$ cat config.mk
export PLATFORM = sky130hd
export DESIGN_NAME = srv_back
export DESIGN_NICKNAME = d
export VERILOG_FILES = /design/src/rtl/srv_pkg.sv /design/src/rtl/srv_back.sv
export SDC_FILE = /design/constraint.sdc
export NUM_CORES = 2
export LEC_CHECK = 0
export ABC_AREA = 1
export BUFFER_PORTS_ARGS = -buffer_cell sky130_fd_sc_hd__buf_2
export CAP_MARGIN = 20
export CORE_ASPECT_RATIO = 0.7
export CORE_MARGIN = 1.5
export CORE_UTILIZATION = 60
export DETAILED_ROUTE_END_ITERATION = 12
export GPL_TIMING_DRIVEN = 0
export PLACE_DENSITY = 0.77
export SLEW_MARGIN = 20
export SYNTH_ARGS = -nofsm -noshare
export SYNTH_HDL_FRONTEND = slang
export SYNTH_SLANG_ARGS = --single-unit
$ cat constraint.sdc
create_clock -name clk_i -period 7.2 [get_ports clk_i]
set_clock_uncertainty 0.2 [all_clocks]
set_input_delay 0 -clock clk_i [delete_from_list [all_inputs] [get_ports clk_i]]
set_output_delay 0 -clock clk_i [all_outputs]
set_load 0.02 [all_outputs]
$ cat src/rtl/srv_pkg.sv
// Shared widths, fixed-point constants and sideband types for the refraction pipeline.
// No dependencies; imported by every srv_* module and the top level.
`default_nettype none

package srv_pkg;

  localparam int FracBits  = 14;                 // Q2.14 vectors
  localparam int VecW      = 16;
  localparam int NumIn     = 7;
  localparam int InTdataW  = NumIn * VecW;
  localparam int OutTdataW = 3 * VecW;

  localparam int One       = 1 << FracBits;
  localparam int Half      = 1 << (FracBits - 1);  // rounding bias for >> FracBits
  localparam int HalfEsq   = 1 << (FracBits - 3);  // rounding bias for >> (FracBits-2)
  localparam int HalfEta   = 1 << (FracBits - 2);  // rounding bias for >> (FracBits-1)

  localparam int DW        = 28;                 // positive discriminant < 2^DW
  localparam int RadW      = DW + FracBits;      // radicand d * 2^F
  localparam int RootW     = RadW / 2;

  localparam int EtW       = 25;                 // round(eta * t) range
  localparam int VecMax    = 32767;
  localparam int VecMin    = -32768;

  typedef logic signed [VecW-1:0] vec_t;
  typedef logic signed [EtW-1:0]  etat_t;

  // Data that rides alongside the root computation
  typedef struct packed {
    logic             pass;
    etat_t [2:0]      etat;
    vec_t  [2:0]      nrm;
  } side_t;

endpackage

`default_nettype wire

$ cat src/rtl/srv_back.sv
// Back two stages: N*root, final difference, saturation and reflection zeroing.
// Depends on srv_pkg.
`default_nettype none

module srv_back import srv_pkg::*; (
  input  logic              clk_i,
  input  logic              rst_ni,
  input  logic              en_i,
  input  logic              vld_i,
  input  logic [RootW-1:0]  root_i,
  input  side_t             side_i,
  output logic              vld_o,
  output vec_t              bent_o [3],
  output logic              pass_o
);

  logic [1:0]         vld_q;
  logic signed [37:0] prod_q [3];
  etat_t              etat_q [3];
  logic               passa_q;
  vec_t               bent_q [3];
  logic               pass_q;

  logic signed [25:0] v [3];
  vec_t               vsat [3];

  always_comb begin
    for (int i = 0; i < 3; i++) begin
      v[i] = 26'(etat_q[i]) - 26'((prod_q[i] + 38'(Half)) >>> FracBits);
      if (v[i] > 26'(VecMax)) begin
        vsat[i] = vec_t'(VecMax);
      end else if (v[i] < 26'(VecMin)) begin
        vsat[i] = vec_t'(VecMin);
      end else begin
        vsat[i] = v[i][VecW-1:0];
      end
    end
  end

  always_ff @(posedge clk_i or negedge rst_ni) begin
    if (!rst_ni) begin
      vld_q <= '0;
    end else if (en_i) begin
      vld_q <= {vld_q[0], vld_i};
    end
  end

  always_ff @(posedge clk_i) begin
    if (en_i) begin
      passa_q <= side_i.pass;
      pass_q  <= passa_q;
      for (int i = 0; i < 3; i++) begin
        prod_q[i] <= 38'($signed(side_i.nrm[i])) * 38'($signed({1'b0, root_i}));
        etat_q[i] <= $signed(side_i.etat[i]);
        bent_q[i] <= passa_q ? vsat[i] : '0;
      end
    end
  end

  assign vld_o  = vld_q[1];
  assign bent_o = bent_q;
  assign pass_o = pass_q;

endmodule

`default_nettype wire

; ---- Word level (Yosys, flattened, before mapping)
; Memory sizes are Yosys's and may differ from the RTL's.
; Cells that the tools add are included.
[totals]
inputBits = 149
memories = 2
ram_bits = 189
output_inout_bits = 50
reg_bits = 52
[mem_list]
columns = memory, words, width, read_ports, rd_clocked_by_memory_dff, write_ports, line_no
row1 = prod_q, 3, 38, 3, 0, 3, srv_back.sv:18  ; logic signed [37:0] prod_q [3];
row2 = etat_q, 3, 25, 3, 0, 3, srv_back.sv:19  ; etat_t etat_q [3];
[classes]
reduce_logical = 3
n_lt_le_gt_ge = 6
multipliers = 3
mux = 8
bitwise = 1
add_sub_neg = 6
[op_table]
columns = cell, n
row1 = 38-bit by 15-bit adder with 38-bit output (second input constant), 3
row2 = 16-bit by 22-bit multiplier with 38-bit output, 3
row3 = 26-bit by 16-bit greater-than comparator with 1-bit output (second input constant), 3
row4 = 26-bit by 16-bit less-than comparator with 1-bit output (second input constant), 3
row5 = 25-bit by 24-bit subtractor with 26-bit output, 3
row6 = 16-bit two-way mux, 3
row7 = 15-bit two-way mux, 3
row8 = 2-bit OR reduction, 3
row9 = 1-bit two-way mux, 2
row10 = 1-bit NOT, 1

; ---- Logic depth before layout (Yosys ltp)
; An unclocked memory read counts as a cell.
[depth]
ltp_word = 6
ltp_mapped = 29
mapped_depth_nobuf = 28

; ---- Worst setup path after synthesis
; OpenSTA, ideal clock, no wires.
[synth_timing]
path_kind = input -> register
from = input side_i[17] (netlist name)
to = memory prod_q[1][33], in the netlist prod_q[0][71] (data pin)
slack_ns = 1.406
path_stages = 26
t_required_ns = 6.741
setup_ns = 0.259
t_arrival_ns = 5.335
path_cell_list = clkbuf_1 > buf_1 > nand2_1 > fa_1 > inv_1 > fa_1 > inv_1 > fa_1 > inv_1 > fa_1 > fa_1 > inv_1 > fa_1 > inv_1 > ha_1 > nand2_1 > nor2_1 > inv_1 > nor2_1 > inv_1 > nor4_1 > a21oi_1 > o21bai_1 > nand2_1 > nand2_1 > xor2_1
[synth_lines]
columns = element, line_no
row1 = start: declaration, srv_back.sv:11  ; input side_t side_i,
row2 = end: declaration, srv_back.sv:18

==> results.toml <==
[outcome]
status = "finished with violations"
violations = "max-capacitance violations, max-slew violations"

[synthesis]
yosys_warnings = 0
avgSynthCellArea_sq_um = 7.64
yosys.area.top_type = "fa_1"
ys_async_sr_fraction = 0.00990
yosys_register_bits = 202
yosysUniqueCellTypes = 55
synthCells = 6323
synth-main-ff-cell = "edfxtp_1"
synth_area_sq_um = 48300
synth_top_area_share = 0.328
seq_area_frac_synth = 0.125
synthTopCellsByArea = "fa_1 33%, inv_1 14%, nand2_1 13%"
synth_fp_nets = 7729
synth-edff-count = 200

[layout]
multi_input_area_sq_um = 34700
syn_to_final_growth_pct = 10.0
fillers = 6782
nets = 8097
ff_latch_area_sq_um = 6060
drive_above_1_share = 0.0462

[flow_run]
maxCapViolCount = 1

[critical_path]
critPathBufInv = 7
required_ns = 7.34
criticalPathCategory = "input pin to flip-flop"
end_kind = "flip-flop"
crit_family = "adder cells"
path_cells = "clkbuf_1, buf_1, nand2_1, fa_1, inv_1, fa_1, fa_1, fa_1, fa_1, inv_1, fa_1, inv_1, ha_1, nand2_1, nor2_1, inv_1, nor2_1, inv_1, nor4_1, a21oi_1, o21bai_1, nand2_1, nand2_1, xor2_1"
crit_top_cell = "fa_1"
cp_slowest_stage_delay_ns = 0.93
crit_path_start_kind = "input pin"
slowest_stage = "buf_1"
critPathMaxFanout = 10
arrival_ns = 7.13

[floorplan]
num_io_pins = 199
core_sq_um = 79200
die_w_microns = 342
dieHeight_microns = 240
dieArea_sq_um = 82300
rows = 86
initial_utilization = 0.610

[clock_tree]
clockRootBuffer = "clkbuf_16"
cts_tree = "yes"
cts_buffers = 24
clock-sinks = 202
insertion_delay_ns = 0.59
htree_num_levels = 1
clk_path_buf_depth = 3
path_clk_slew_ns = 0.07

[route]
viasPerCell = 5.49
dr.pass1.iters = 8
route.detailed.wl_per_inst_microns = 20.5
wl_mm = 160
drt_iter0_drc = 5083
vias = 42700
ant_nets = 0
drc = 0

[timing]
drv_slew = 11
grt_setup_unrepaired = "false"
setup_viol = 0
hold_viol = 0
tightest_slew_ns = 1.56
fin_tns_setup_ns = 0
fmax_ghz = 0.143
fin_crit_sh = 0.971
slew_headroom = -0.0430
fin_crit_ns = 6.99

[global_routing]
grt_pass1_vias = 41200
grt_max_degree = 102
grt_first_pass_wirelength_mm = 242
overflow = 0
antenna_found_initial = 17
grt_usage = 0.392

[placed_design]
gp_congestion = 1.03
dp_hpwl_mm = 131
port_buffers = 177

[min_path]
hp-class = "input pin to flip-flop"
## routing by layer
metal | routed length, microns | track usage
met4 | 6400 | 0.133
met3 | 26100 | 0.159
met2 | 61100 | 0.525
met5 | 99 | 0.00476
met1 | 66100 | 0.567
## cell type report
class	count	area share
diodes	15	0.000706
plain buffers	211	0.0164
clock buffers	25	0.0114
clock inverters	19	0.00480
inverters	1788	0.126
multi-input cells	4122	0.653
flip-flops and latches	202	0.114
well taps	1056	0.0249
repair buffers	342	0.0487
## logic make-up after synthesis
| group | Yosys count | synth area share |
|---|---|---|
| compound gates | 426 | 0.0498 |
| xor+xnor | 175 | 0.0317 |
| fa+ha+maj | 1257 | 0.448 |
| buf+inv | 1999 | 0.156 |
| flops | 202 | 0.125 |
| simple gates | 2264 | 0.188 |
## stage by stage
stage	instance area, sq um	hold WS [ns]	setup WS, ns	utilization	cells
floorplan	48300	-0.496	1.41	-	6323
global placement	50500	-0.415	-0.224	0.638	7556
detailed placement	50600	-0.411	-0.240	0.639	7558
CTS	53100	0.00956	0.339	0.670	7764
global route	53100	0.0594	0.0145	0.671	7773
finish	53200	0.0270	0.211	0.671	7780
## flip-flops by register name, summed over array words and instances (netlist names)
register / count
bent_o: 48
etat_q: 75
pass_o: 1
passa_q: 1
prod_q: 75
vld_q: 2
## worst min-delay path, cell delays in order
cell and delay (ns):
buf_2 0.11, ha_1 0.16, xnor2_1 0.09, xnor2_1 0.18, xor2_1 0.16
## cells in the mapped netlist, types with 9 or more instances
master / instances
o21bai_1: 16
xor2_1: 129
nand2_2: 13
xnor2_1: 46
clkbuf_1: 167
ha_1: 465
a21oi_2: 14
o21a_1: 16
nor3_1: 45
edfxtp_1: 200
nand2_1: 1695
nand3_1: 117
a21o_1: 12
a31oi_1: 18
nor2_2: 16
nand3_2: 9
buf_1: 36
o21ai_0: 85
nor2_1: 278
fa_1: 792
inv_1: 1785
a21oi_1: 230
nand4_1: 56
## final timing paths
check	from	endpoint	slack, ns	cells after the start
max in group asynchronous	rst_ni	vld_q[1]	6.60	3
worst max register to register	prod_q[0][91]	bent_o[13]	2.35	22
worst min-delay path	side_i[31]	prod_q[0][75]	0.03	5
min in group asynchronous	rst_ni	vld_q[0]	0.06	3
worst max-delay path	root_i[12]	prod_q[0][71]	0.21	24
worst min register to register	vld_q[0]	vld_q[1]	0.32	2
## placed cells by master, fill, tap and decap left out, types with 4 or more instances in the layout
cell type	count
a21oi_2	14
nor2_2	16
buf_6	6
clkbuf_1	158
a21oi_1	230
nand2_2	13
o21bai_1	16
edfxtp_1	200
o22ai_1	4
nand3_1	117
nor4_1	8
o21ai_0	85
o21a_1	16
clkinv_2	6
bufinv_16	5
and2_1	5
buf_2	179
nand2_1	1695
fa_1	792
clkbuf_2	11
xor2_1	129
xnor2_1	46
nor3_1	45
nand4_1	56
clkbuf_16	24
a31oi_1	18
inv_1	1785
nor2_1	278
buf_1	31
nand3_2	9
nand3b_1	7
a21o_1	12
a211oi_1	6
o211ai_1	4
diode_2	15
dlygate4sd3_1	162
o31ai_1	4
ha_1	465
## timing repair
item                                    in CTS  in global routing
endpoints found under the hold margin      282                  0
setup buffers                                0                  0
resized for setup                            0                 14
endpoints found under the setup margin       0                  2
hold buffers                               162                  0
Power is not shown: default switching activity piles up to over one toggle a cycle in this logic, so the estimate is an artifact.
