## config.mk

```make
export PLATFORM = sky130hd
export DESIGN_NAME = srv_sqrt
export DESIGN_NICKNAME = d
export VERILOG_FILES = /design/src/rtl/srv_pkg.sv /design/src/rtl/srv_sqrt.sv
export SDC_FILE = /design/constraint.sdc
export NUM_CORES = 2
export LEC_CHECK = 0
export ABC_AREA = 1
export BUFFER_PORTS_ARGS = -buffer_cell sky130_fd_sc_hd__buf_2
export CORE_UTILIZATION = 40
export DETAILED_ROUTE_END_ITERATION = 8
export SLEW_MARGIN = 20
export SYNTH_ARGS = -nofsm -noshare
export SYNTH_HDL_FRONTEND = slang
export SYNTH_SLANG_ARGS = --single-unit
```

## constraint.sdc

```tcl
create_clock -name clk_i -period 2 [get_ports clk_i]
set_input_delay 0.4 -clock clk_i [delete_from_list [all_inputs] [get_ports clk_i]]
set_output_delay 0.4 -clock clk_i [all_outputs]
set_load 0.01 [all_outputs]
```

## src/rtl/srv_pkg.sv

```systemverilog
// Shared widths, fixed-point constants and sideband types for the refraction pipeline.
// No dependencies; imported by every srv_* module and the top level.
`default_nettype none

package srv_pkg;

  localparam int FracBits  = 14;                 // Q2.14 vectors
  localparam int VecW      = 16;
  localparam int NumIn     = 7;
  localparam int InTdataW  = NumIn * VecW;
  localparam int OutTdataW = 3 * VecW;

  localparam int One       = 1 << FracBits;
  localparam int Half      = 1 << (FracBits - 1);  // rounding bias for >> FracBits
  localparam int HalfEsq   = 1 << (FracBits - 3);  // rounding bias for >> (FracBits-2)
  localparam int HalfEta   = 1 << (FracBits - 2);  // rounding bias for >> (FracBits-1)

  localparam int DW        = 28;                 // positive discriminant < 2^DW
  localparam int RadW      = DW + FracBits;      // radicand d * 2^F
  localparam int RootW     = RadW / 2;

  localparam int EtW       = 25;                 // round(eta * t) range
  localparam int VecMax    = 32767;
  localparam int VecMin    = -32768;

  typedef logic signed [VecW-1:0] vec_t;
  typedef logic signed [EtW-1:0]  etat_t;

  // Data that rides alongside the root computation
  typedef struct packed {
    logic             pass;
    etat_t [2:0]      etat;
    vec_t  [2:0]      nrm;
  } side_t;

endpackage

`default_nettype wire

```

## src/rtl/srv_sqrt.sv

```systemverilog
// Pipelined restoring integer square root, one result bit per stage, MSB first.
// Depends on srv_pkg; carries side_t alongside each stage.
`default_nettype none

module srv_sqrt import srv_pkg::*; (
  input  logic              clk_i,
  input  logic              rst_ni,
  input  logic              en_i,
  input  logic              vld_i,
  input  logic [RadW-1:0]   rad_i,
  input  side_t             side_i,
  output logic              vld_o,
  output logic [RootW-1:0]  root_o,
  output side_t             side_o
);

  logic [RootW-1:0] vld_q;
  logic [RadW-1:0]  rem_q  [RootW];
  logic [RootW-1:0] root_q [RootW];
  side_t            side_q [RootW];

  always_ff @(posedge clk_i or negedge rst_ni) begin
    if (!rst_ni) begin
      vld_q <= '0;
    end else if (en_i) begin
      vld_q <= {vld_q[RootW-2:0], vld_i};
    end
  end

  for (genvar j = 0; j < RootW; j++) begin : g_stage
    localparam int K = RootW - 1 - j;

    logic [RadW-1:0]  rem_in, trial;
    logic [RootW-1:0] root_in;
    side_t            side_in;
    logic             fits;

    if (j == 0) begin : g_first
      assign rem_in  = rad_i;
      assign root_in = '0;
      assign side_in = side_i;
    end else begin : g_next
      assign rem_in  = rem_q[j-1];
      assign root_in = root_q[j-1];
      assign side_in = side_q[j-1];
    end

    // (r + 2^K)^2 - r^2 = r * 2^(K+1) + 2^(2K)
    assign trial = (RadW'(root_in) << (K + 1)) | (RadW'(1) << (2 * K));
    assign fits  = rem_in >= trial;

    always_ff @(posedge clk_i) begin
      if (en_i) begin
        rem_q[j]  <= fits ? (rem_in - trial) : rem_in;
        root_q[j] <= fits ? (root_in | (RootW'(1) << K)) : root_in;
        side_q[j] <= side_in;
      end
    end
  end

  assign vld_o  = vld_q[RootW-1];
  assign root_o = root_q[RootW-1];
  assign side_o = side_q[RootW-1];

endmodule

`default_nettype wire

```

Yosys cells after proc, flatten, opt, wreduce, memory -nomap -nowiden
Memory sizes are Yosys's and may differ from the RTL's.
Index checks and enable logic that the tools add are counted.
{"block": "totals", "n_memories": 3, "regBits": 21, "mem_bits_rw": 3927, "inputBits": 170, "word_cells": 90, "out_inout_bits": 146}
{"block": "op_classes", "n_mux": 44, "add_sub_neg": 21, "magnitude_cmp": 21}
{"memory": "side_q", "words": 21, "word_bits": 124, "rd": 21, "rd_clocked_by_memory_dff": 0, "wr": 21, "line_no": "srv_sqrt.sv:20", "source": "side_t side_q [RootW];"}
{"memory": "rem_q", "words": 21, "word_bits": 42, "rd": 20, "rd_clocked_by_memory_dff": 0, "wr": 21, "line_no": "srv_sqrt.sv:18", "source": "logic [RadW-1:0] rem_q [RootW];"}
{"memory": "root_q", "words": 21, "word_bits": 21, "rd": 21, "rd_clocked_by_memory_dff": 0, "wr": 21, "line_no": "srv_sqrt.sv:19", "source": "logic [RootW-1:0] root_q [RootW];"}
{"cell": "two-way mux 42 bit", "count": 21}
{"cell": "greater-or-equal comparator 42 x 22 -> 1 bit", "count": 1}
{"cell": "greater-or-equal comparator 42 x 23 -> 1 bit", "count": 1}
{"cell": "greater-or-equal comparator 42 x 24 -> 1 bit", "count": 1}
{"cell": "greater-or-equal comparator 42 x 25 -> 1 bit", "count": 1}
{"cell": "greater-or-equal comparator 42 x 26 -> 1 bit", "count": 1}
{"cell": "greater-or-equal comparator 42 x 27 -> 1 bit", "count": 1}
{"cell": "greater-or-equal comparator 42 x 28 -> 1 bit", "count": 1}
{"cell": "greater-or-equal comparator 42 x 29 -> 1 bit", "count": 1}
{"cell": "greater-or-equal comparator 42 x 30 -> 1 bit", "count": 1}
{"cell": "greater-or-equal comparator 42 x 31 -> 1 bit", "count": 1}
{"cell": "greater-or-equal comparator 42 x 32 -> 1 bit", "count": 1}
{"cell": "greater-or-equal comparator 42 x 33 -> 1 bit", "count": 1}
{"cell": "greater-or-equal comparator 42 x 34 -> 1 bit", "count": 1}
{"cell": "greater-or-equal comparator 42 x 35 -> 1 bit", "count": 1}
{"cell": "greater-or-equal comparator 42 x 36 -> 1 bit", "count": 1}
{"cell": "greater-or-equal comparator 42 x 37 -> 1 bit", "count": 1}
{"cell": "greater-or-equal comparator 42 x 38 -> 1 bit", "count": 1}
{"cell": "greater-or-equal comparator 42 x 39 -> 1 bit", "count": 1}
{"cell": "greater-or-equal comparator 42 x 40 -> 1 bit", "count": 1}
{"cell": "greater-or-equal comparator 42 x 41 -> 1 bit", "count": 1}
{"cell": "greater-or-equal comparator 42 x 41 -> 1 bit, second input constant", "count": 1}
{"cell": "subtractor 42 x 22 -> 42 bit", "count": 1}
{"cell": "subtractor 42 x 23 -> 42 bit", "count": 1}
{"cell": "40 further kinds", "count": 42}

Depth between registers and ports, before layout
An unclocked memory read counts as a cell.
{"block": "logic_depth", "word_depth": 3, "mapped_depth": 17, "mapped_depth_nobuf": 16}

Least setup slack after synthesis
OpenSTA, ideal clock, no wires.
{"block": "synth_timing", "path_type": "register -> register", "start": "memory rem_q[1][77] in the netlist's numbering", "end": "memory rem_q[1][117] in the netlist's numbering (data pin)", "path_stages_with_launch": 11, "synth_period_minus_slack_ps": 2112, "arrival_time_ps": 1860, "setup_time_ps": 253, "slack_ps": -112, "t_required_ps": 1747, "path_buffers": 1, "cell_sequence": "edfxtp_1 > ha_1 > a21oi_1 > inv_1 > nor3_2 > nand2_1 > a41oi_4 > nand2_2 > buf_4 > nand2_1 > nand2_1"}
{"item": "start, declared", "line_no": "srv_sqrt.sv:18"}

==> summary.txt <==
Outcome
  • Outcome: finished with violations
  • Failing checks: negative setup slack

Synthesis
  • Post-synth net total: 9452
  • Top cells by area, synth: edfxtp_1, nand2_1, inv_1, ha_1, nor2_1
  • Area leader, netlist: edfxtp_1
  • Register bit total from synthesis: 3696
  • Post-Syn Area: 137000 um2
  • Post-synth top area share: 80.5%
  • Post-synthesis sequential area ratio: 80.9%
  • Yosys Warn Count: 0
  • Post-Syn Instances: 9034
  • Post-synth cell types: 59
  • Syn_area_per_cell: 15.2 um2

Critical path
  • Worst path max stage delay: 400 ps
  • CP startpoint kind: flop
  • CP Data Required Time: 2640 ps
  • Most frequent CP cell: nor2_4
  • Crit path kind: flop to flop
  • Crit Path Max Fanout: 15
  • Crit path capture type: flop
  • Crit path cell chain: inv_1 > ha_4 > nand2_2 > nor2_4 > nand3_4 > nor2_4 > nand4_1 > nand2_4 > nor2_4 > buf_12 > clkbuf_16 > nand2_1 > o21ai_1
  • Worst path bufs/invs: 3
  • Crit path DAT: 3020 ps
  • Largest delay share family, worst path: simple AND/OR/NAND/NOR gates
  • Slowest cell on crit path: edfxtp_1

Timing
  • Worst setup margin: -377 ps
  • Fin. Hold Viols: 0
  • Fmax achieved: 421 MHz
  • Pins Over Slew Limit: 0
  • RSZ-0062 raised after global routing: true
  • Crit path time final: 2380 ps
  • Worst Tran Pin Value: 907 ps
  • Final critical-path share of the clock period: 119%
  • Rel. slew slack: 39.3%
  • Max Clock Skew: 57.0 ps
  • # setup viols final: 383

Floorplan
  • Die area: 345000 um2
  • Die W: 587 um
  • Initial core utilization: 40.3%
  • Io pins: 316
  • Die Y: 587 um
  • Core box area: 340000 um2
  • Num rows: 214

Global routing
  • Vias in the first global route: 81200
  • Grt total ovfl: 0
  • Largest net degree at the start of global routing: 140
  • Initial antenna violation count: 4
  • Total GRT Usage: 16.9%
  • First-pass GRT wire length: 455000 um

Finish
  • Share of cells above drive strength 1: 36.0%
  • Post-layout util: 53.9%
  • Number of nets in the finished design: 12400
  • Most common cell after layout, fill and taps aside: edfxtp_1
  • Design Area, Final: 183000 um2
  • Commonest cells after routing, fill and taps aside: edfxtp_1, buf_4, nand2_1, inv_1, nor2_1
  • Area Overhead vs Synth: 33.7%

CTS
  • Reg clk slew, reported paths: 60 ps
  • CTS buffer count: 376
  • H-Tree Level Count: 5
  • Clk sinks: 3696
  • CTS tree: done
  • CTS root buf: clkbuf_16
  • Clk Latency, worst-skew pair: 930 ps
  • Clk buf depth: 4

Drt
  • Drt first pass iters: 5
  • Routed Antenna Nets: 0
  • WL/cell: 17.6 um
  • First DRT Iteration DRCs: 4165
  • # DRC: 0
  • Vias: 77600
  • Final wirelength: 296000 um
  • Via density: 4.62

Placed design
  • Area after DPL: 159000 um2
  • DP HPWL: 205000 um
  • Final Wtd Congestion: 0.884
  • # port buffers: 315

Pwr
  • Pwr/cell area: 1070 nW/um2
  • Lkg Pwr: 70.9 nW
  • Peak supply drop: 882 uV
  • Power, Total: 196 mW

Worst hold path
  • Hold Path Class: input port to flop

Job
  • Maxcap violations: 0
layout make-up:
type                    instances  area (um2)
diodes                          1        2.50
clock inverters               246        2580
clock buffers                 441        9720
fillers                     27600      157000
flip-flops and latches       3696      111000
repair buffers               2579       21400
multi-input cells            4360       29600
well taps                    4536        5680
inverters                     934        3540
repair inverters                1        6.26
where the power goes:
part | leakage [nW] | total, mW | switching [mW] | internal [mW]
Combinational | 29.0 | 31.4 | 16.7 | 14.7
Sequential | 36.0 | 95.5 | 3.07 | 92.4
Clock | 5.93 | 68.7 | 29.2 | 39.5
layer usage:
| metal | global-route usage (%) | share of wire [%] |
|---|---|---|
| met1 | 20.1 | 41 |
| met2 | 31.0 | 52 |
| met3 | 2.06 | 3.0 |
| met4 | 6.41 | 3.9 |
| met5 | 0 | 0.0058 |
repair_timing:
item / CTS / global route
hold buffers: 171 / 0
pin swaps: 365 / 184
cloned: 39 / 4
endpoints found under the setup margin: 445 / 441
buffers inserted: 275 / 87
endpoints found under the hold margin: 282 / 0
resized for setup: 1435 / 388
flip-flops by register name, indices dropped and copies added (netlist names):
signal  count
side_q   2604
rem_q     840
root_q    231
vld_q      21
through the flow:
step	TNS, ps	setup slack [ps]	std cells	hold slack, ps
after CTS	-66660	-348	16700	60.4
after detailed placement	-170890	-876	15600	374
after global routing	-111480	-426	16800	86.9
after floorplan	-818	-46.1	9034	104
final	-68030	-377	16800	158
after global placement	-168220	-887	15600	347
cells by family after synthesis:
family          count (synthesis)  synth area share [%]
buf+inv                       989                  2.87
mux                             1               0.00821
fa+ha+maj                     248                  2.26
compound gates                631                  2.60
flops                        3696                  80.9
simple gates                 3250                  10.0
xor+xnor                      219                  1.40
final timing paths:
kind | slack [ps] | cells past startpoint | start | end
min in group asynchronous | 650 | 3 | rst_ni | vld_q[16]
max | -380 | 13 | root_q[2][47] | rem_q[4][141]
min reg2reg | 370 | 0 | side_q[2][381] | side_q[2][505]
max in group asynchronous | 790 | 3 | rst_ni | vld_q[13]
max reg2reg | -380 | 13 | root_q[2][47] | rem_q[4][141]
min | 160 | 2 | side_i[73] | side_q[0][73]
worst register-to-register path, delay by kind of cell, from the launching register on:
| family | cells | cell delay, ps |
|---|---|---|
| and+or+nand+nor | 8 | 940 |
| adders and majority gates | 1 | 320 |
| AOI/OAI and AO/OA | 1 | 80 |
| DFF | 1 | 400 |
| buffers and inverters | 3 | 400 |
synthesized netlist by cell type (all sizes together):
library cell / instances
nor4: 83
xor2: 115
or2: 10
o211a: 1
a31oi: 1
nor2b: 3
a21oi: 332
buf: 49
nand2: 1885
a211oi: 5
o21a: 4
and3: 9
o31ai: 1
nor3: 82
a21boi: 12
edfxtp: 3675
ha: 248
o211ai: 4
nor3b: 9
dfrtp: 21
mux2: 1
nand2b: 3
and2: 6
a21o: 12
clkbuf: 6
inv: 934
o21ai: 238
nand3b: 38
xnor2: 104
or3: 1
o2111ai: 1
o21bai: 17
nand4: 113
nor2: 676
a22oi: 2
a41oi: 1
nand3: 332
No activity file was read; power rests on OpenSTA's default activity.
